===== config.mk =====
export PLATFORM = sky130hd
export DESIGN_NAME = bbd_interp
export DESIGN_NICKNAME = d
export VERILOG_FILES = /design/src/design/bbd_pkg.sv /design/src/design/bbd_interp.sv
export SDC_FILE = /design/constraint.sdc
export NUM_CORES = 2
export LEC_CHECK = 0
export ABC_AREA = 1
export BUFFER_PORTS_ARGS = -buffer_cell sky130_fd_sc_hd__buf_4
export CAP_MARGIN = 20
export CORE_ASPECT_RATIO = 0.75
export CORE_MARGIN = 2
export CORE_UTILIZATION = 45
export DETAILED_ROUTE_END_ITERATION = 10
export PLACE_DENSITY = 0.66
export SETUP_SLACK_MARGIN = 0.1
export SLEW_MARGIN = 20
export SYNTH_ARGS = -nofsm -noshare
export SYNTH_HDL_FRONTEND = slang
export SYNTH_SLANG_ARGS = --single-unit

===== constraint.sdc =====
create_clock -name i_clk -period 30.3 [get_ports i_clk]
set_clock_uncertainty 0.15 [all_clocks]
set_input_delay 4.545 -clock i_clk [delete_from_list [all_inputs] [get_ports i_clk]]
set_output_delay 4.545 -clock i_clk [all_outputs]
set_load 0.005 [all_outputs]

===== src/design/bbd_pkg.sv =====
package bbd_pkg;

    localparam int CFG_DATA_W  = 13;
    localparam int CFG_INDEX_W = 3;
    localparam int PIXEL_BITS  = 16;

    typedef enum logic [CFG_INDEX_W-1:0] {
        CFG_FRAME_WIDTH  = 3'd0,
        CFG_FRAME_HEIGHT = 3'd1,
        CFG_COMP_EE      = 3'd2,
        CFG_COMP_EO      = 3'd3,
        CFG_COMP_OE      = 3'd4,
        CFG_COMP_OO      = 3'd5
    } t_cfg_index;

    typedef enum logic [1:0] {
        COMP_RED   = 2'd0,
        COMP_GREEN = 2'd1,
        COMP_BLUE  = 2'd2
    } t_comp;

    localparam int FIFO_DEPTH = 8;
    localparam int FIFO_PTR_W = $clog2(FIFO_DEPTH);
    localparam int FIFO_CNT_W = $clog2(FIFO_DEPTH + 1);

    // geometry of the pixel that a window position produces
    typedef struct packed {
        logic has_out;
        logic rp;
        logic cp;
        logic top_ok;
        logic bot_ok;
        logic left_ok;
        logic right_ok;
        logic last;
    } t_pix_info;

    typedef struct packed {
        logic [PIXEL_BITS-1:0] red;
        logic [PIXEL_BITS-1:0] green;
        logic [PIXEL_BITS-1:0] blue;
        logic                  last;
    } t_pixel;

endpackage


===== src/design/bbd_interp.sv =====
module bbd_interp
    import bbd_pkg::*;
#(
    parameter int SAMPLE_BITS = 16
) (
    input  logic                               i_clk,
    input  logic                               i_rst_n,
    input  logic                               i_valid,
    input  t_pix_info                          i_info,
    input  logic [2:0][2:0][SAMPLE_BITS-1:0]   i_win,
    input  logic [3:0][1:0]                    i_comp,
    output logic                               o_valid,
    output t_pixel                             o_pixel
);

    localparam int SUMW = SAMPLE_BITS + 3;
    localparam int SH   = SUMW + 3;
    localparam int PW   = SUMW + SH;
    localparam longint unsigned POW = 64'd1 << SH;
    localparam logic [SH-1:0] M2 = SH'((POW + 1) / 2);
    localparam logic [SH-1:0] M3 = SH'((POW + 2) / 3);
    localparam logic [SH-1:0] M4 = SH'((POW + 3) / 4);
    localparam logic [SH-1:0] M5 = SH'((POW + 4) / 5);
    localparam logic [SH-1:0] M6 = SH'((POW + 5) / 6);
    localparam logic [SH-1:0] M7 = SH'((POW + 6) / 7);
    localparam logic [SH-1:0] M8 = SH'((POW + 7) / 8);

    logic [2:0][SUMW-1:0]       n_sum;
    logic [2:0][3:0]            n_cnt;
    logic [2:0]                 n_pass;
    logic [2:0][SUMW-1:0]       r_sum;
    logic [2:0][3:0]            r_cnt;
    logic [2:0]                 r_pass;
    logic [SAMPLE_BITS-1:0]     r_center;
    logic                       r_last;
    logic                       r_valid;

    logic [2:0][SUMW-1:0]       num;
    logic [2:0][SH-1:0]         recip;
    logic [2:0][PW-1:0]         prod;
    logic [2:0][SUMW-1:0]       val;

    // same-colour sums over the clipped window
    always_comb begin
        for (int t = 0; t < 3; t++) begin
            n_sum[t]  = '0;
            n_cnt[t]  = '0;
            n_pass[t] = (i_comp[{i_info.rp, i_info.cp}] == 2'(t));
            for (int dr = 0; dr < 3; dr++) begin
                for (int dc = 0; dc < 3; dc++) begin
                    if (((dr == 1) || (dr == 0 && i_info.top_ok) || (dr == 2 && i_info.bot_ok))
                        && ((dc == 1) || (dc == 0 && i_info.left_ok)
                            || (dc == 2 && i_info.right_ok))
                        && (i_comp[{i_info.rp ^ (dr != 1), i_info.cp ^ (dc != 1)}]
                            == 2'(t))) begin
                        n_sum[t] = n_sum[t] + SUMW'(i_win[dr][dc]);
                        n_cnt[t] = n_cnt[t] + 4'd1;
                    end
                end
            end
        end
    end

    always_ff @(posedge i_clk) begin
        if (!i_rst_n) begin
            r_valid <= 1'b0;
        end else begin
            r_valid <= i_valid;
        end
    end

    always_ff @(posedge i_clk) begin
        r_sum    <= n_sum;
        r_cnt    <= n_cnt;
        r_pass   <= n_pass;
        r_center <= i_win[1][1];
        r_last   <= i_info.last;
    end

    // rounded average: (sum + cnt/2) / cnt by reciprocal multiply
    always_comb begin
        for (int t = 0; t < 3; t++) begin
            num[t] = r_sum[t] + SUMW'(r_cnt[t] >> 1);
            case (r_cnt[t])
                4'd2:    recip[t] = M2;
                4'd3:    recip[t] = M3;
                4'd4:    recip[t] = M4;
                4'd5:    recip[t] = M5;
                4'd6:    recip[t] = M6;
                4'd7:    recip[t] = M7;
                4'd8:    recip[t] = M8;
                default: recip[t] = '0;
            endcase
            prod[t] = PW'(num[t]) * PW'(recip[t]);
            if (r_pass[t]) begin
                val[t] = SUMW'(r_center);
            end else if (r_cnt[t] == 4'd0) begin
                val[t] = '0;
            end else if (r_cnt[t] == 4'd1) begin
                val[t] = num[t];
            end else begin
                val[t] = prod[t][PW-1:SH];
            end
        end
    end

    assign o_valid       = r_valid;
    assign o_pixel.red   = PIXEL_BITS'(val[COMP_RED]);
    assign o_pixel.green = PIXEL_BITS'(val[COMP_GREEN]);
    assign o_pixel.blue  = PIXEL_BITS'(val[COMP_BLUE]);
    assign o_pixel.last  = r_last;

endmodule


==> key figures <==
STA
  • Final-report setup violation count: 0
  • RSZ-0062 raised after global routing: false
  • Hold Fails Final Rpt: 0
  • F_max: 59.14 MHz
  • Final period util: 55.81%
  • Rel. slew slack: about a quarter
  • WHS: 4.109 ns
  • Worst Max-Slew Pin Slew: ~1.1 ns
  • Final slew viol count: 0
  • Final Critical Period: 16.91 ns
  • Post-Route Setup TNS: 0 ns

Power
  • Seq pwr share: 5.4%
  • Internal power: 1228 µW
  • P_sw: 1984 µW
  • Clock power frac: roughly 4.5%
  • Sw Share: 61.77%
  • Pwr Density: 47.61 nW/µm²
  • Max IR drop VDD: approximately 0.062 mV
  • Proportion of power drawn by combinational gates: 90.1%
  • P_leak: 0.03549 µW

Layout
  • Commonest non-fill, non-tap cell in the layout: inv_1
  • Layout cell share with drive strength beyond 1: 5.757%
  • Final #Nets: approximately 11,000
  • Commonest cells after routing, fill and taps aside: inv_1 (1,934), nand2_1 (1,712), fa_1 (981)
  • Final Instance Area: a little under 70,000 µm²
  • Filler cell count: approximately 14,000
  • Area Growth Syn to Fin: 6.390%

Setup path
  • Slowest CP cell: o21ai_0
  • Data required, critical path: 30.44 ns
  • CP peak stage delay: 0.81 ns
  • CP Data Arrival Time: ~17 ns
  • WS Path Type: in2reg
  • Critical Path Source: i_info[6]
  • CP endpoint kind: flop
  • Max FO, Critical Path: 15
  • Cell mode on critical path: nand2_1
  • Crit path max-delay family: compound AO/OA/AOI/OAI gates
  • Critical path launch point type: input pin
  • Bufs and invs on worst path: 7

Flow run
  • Max Cap Viol: 0

Synthesis
  • Synth Register Bits: 90
  • EDFF count, synth: 0
  • Ys flop type: dfxtp_1
  • Syn Nets: 10,890
  • Number of library cell types mapped by synthesis: 67
  • Cell area after synthesis: 63,400 µm²
  • YS warnings: 0
  • Ys async rst share: 0%
  • Cells after Synth: 8,991
  • Register area share after synthesis: 2.842%
  • Avg Cell Area, Syn: just over 7 µm²

Clock network
  • Worst-path clk slew: 0.07 ns
  • TritonCTS Buffers: 9
  • CTS max path bufs: 2
  • Hold buffers post-CTS: 0
  • Post-CTS setup buffer count: 0
  • H-Tree Depth: 3
  • Post_cts resized: 0
  • Root Buffer: clkbuf_16
  • CTS tree: done
  • Sink Count: 90

Hold path
  • Hold Path Sink: r_last
  • Worst Hold Class: in2reg
  • Hold path startpoint: i_info[0]
  • Worst Hold Depth: 1

Placement
  • Port-buffer cells: 211
  • DP HPWL: roughly 210,000 µm
  • Gpl congestion: 1.024
  • Post-DP Area: between 60,000 and 70,000 µm²

Detailed routing
  • WL final: 241,700 µm
  • Vias/cell: 5.466
  • Routed Antenna Nets: 0
  • Routed len/inst: 21.95 µm
  • Initial drt markers: 6,380
  • Iteration count of the initial detailed-routing pass: 8
  • Post-route DRC: 0
  • Via count: 60,180

Die
  • Rows: 119
  • Die X: between 400 and 500 µm
  • Io pins: approximately 210
  • Core area: between 100,000 and 150,000 µm²
  • Die footprint: approximately 140,000 µm²
  • Die height: 329.1 µm
  • Starting Density: 45.25%

GRT
  • Largest net degree at the start of global routing: 35
  • Initial antenna violation count: 19
  • Gr usage total: 33.50%
  • First-pass GRT wire length: 361,000 µm
  • Aggregate global routing overflow: 0
  • Vias in the first global route: 58,790

Status
  • Status: finished, final reports clean
[final cells by class]
cell class	count	area [µm²]	share of cell area (%)
multi-input cells	6775	53520	79.35
well taps	1875	2346	3.478
repair buffers	260	1952	2.894
clock buffers	10	239.0	0.3543
clock inverters	6	118.9	0.1762
flip-flops and latches	90	1802	2.671
diodes	14	35.03	0.05194
inverters	1979	7438	11.03
[cell usage after synthesis (5+ instances only)]
| cell type | instances | share of area, % |
|---|---|---|
| o31ai_1 | 8 | 0.095 |
| o211ai_1 | 28 | 0.33 |
| inv_2 | 25 | 0.15 |
| nand2_4 | 6 | 0.11 |
| clkbuf_1 | 99 | 0.59 |
| o21ai_1 | 46 | 0.36 |
| buf_6 | 7 | 0.12 |
| nor3_1 | 53 | 0.42 |
| a21o_1 | 22 | 0.26 |
| a211oi_1 | 8 | 0.095 |
| nor2_2 | 11 | 0.11 |
| a31oi_1 | 42 | 0.41 |
| nand3b_1 | 25 | 0.30 |
| fa_1 | 981 | 31 |
| o221ai_1 | 16 | 0.22 |
| dfxtp_1 | 90 | 2.8 |
| nor2_1 | 973 | 5.8 |
| xnor2_1 | 137 | 1.9 |
| a31oi_2 | 7 | 0.14 |
| ha_1 | 750 | 15 |
| and2_1 | 60 | 0.59 |
| buf_1 | 19 | 0.11 |
| o22ai_1 | 8 | 0.079 |
| a21boi_0 | 11 | 0.13 |
| nand3_1 | 411 | 3.2 |
| xor2_1 | 164 | 2.3 |
| o21bai_1 | 36 | 0.43 |
| nor4_1 | 19 | 0.19 |
| nand2_1 | 1712 | 10 |
| buf_2 | 15 | 0.12 |
| o21a_1 | 19 | 0.22 |
| nand2_2 | 43 | 0.42 |
| o21ai_2 | 45 | 0.62 |
| nand3_2 | 17 | 0.27 |
| inv_1 | 1934 | 11 |
| or2_1 | 5 | 0.049 |
| o2111ai_1 | 17 | 0.23 |
| or2_2 | 59 | 0.58 |
| nand4_1 | 34 | 0.34 |
| clkinv_1 | 18 | 0.11 |
| a21oi_1 | 568 | 4.5 |
| o21ai_0 | 387 | 3.1 |
| nor2_4 | 8 | 0.14 |
[registers in the layout, summed over array words and instances, names as in the netlist]
register / cells
r_center: 16
r_last: 1
o_valid: 1
r_sum: 57
r_cnt: 12
r_pass: 3
[how the worst max path moves through the flow]
stage                     end  cells after the start
CTS                 r_sum[18]                     62
finish              r_sum[18]                     62
floorplan           r_sum[54]                     68
global route        r_sum[56]                     72
global placement    r_sum[18]                     62
detailed placement  r_sum[18]                     62
[logic make-up (layout without fill, tap and decap cells)]
group                      count (synthesis)  after routing  share of synthesized area, %
and+or+nand+nor                         3452           3452                         22.90
buffers and inverters                   2126           2255                         12.79
adders and majority gates               1731           1731                         45.78
AOI/OAI and AO/OA                       1290           1290                         11.51
xor gates and xnor gates                 301            301                         4.158
DFF                                       90             90                         2.842
muxes                                      1              1                       0.01579
other                                      0             14                             0
[per-stage QoR]
| stage | total power (µW) | worst slack [ns] | instances | util [%] |
|---|---|---|---|---|
| floorplan | 2034 | 15.75 | 8991 | - |
| CTS | 3152 | 13.84 | 11000 | 48.12 |
| global route | 3543 | 12.53 | 11010 | 48.13 |
| finish | 3212 | 13.39 | 11010 | 48.14 |
| detailed placement | 2979 | 13.47 | 10980 | 47.86 |
| global placement | 2957 | 13.47 | 10980 | 47.86 |
[power groups by stage]
stage	Sequential [µW]	Clock (µW)	Combinational (µW)
6_report	175	144	2890
3_5_place_dp	176	0	2800
2_1_floorplan	164	0	1870
3_3_place_gp	176	0	2780
5_1_grt	178	149	3220
4_1_cts	174	145	2830
[metal layers]
metal	vias up	wire, µm	track usage, %
li1	28200	-	-
met1	28780	111800	50.90
met2	2932	92540	45.65
met3	265	30830	10.06
met4	4	6522	8.261
met5	-	24	0
No activity file was read; power rests on OpenSTA's default activity.
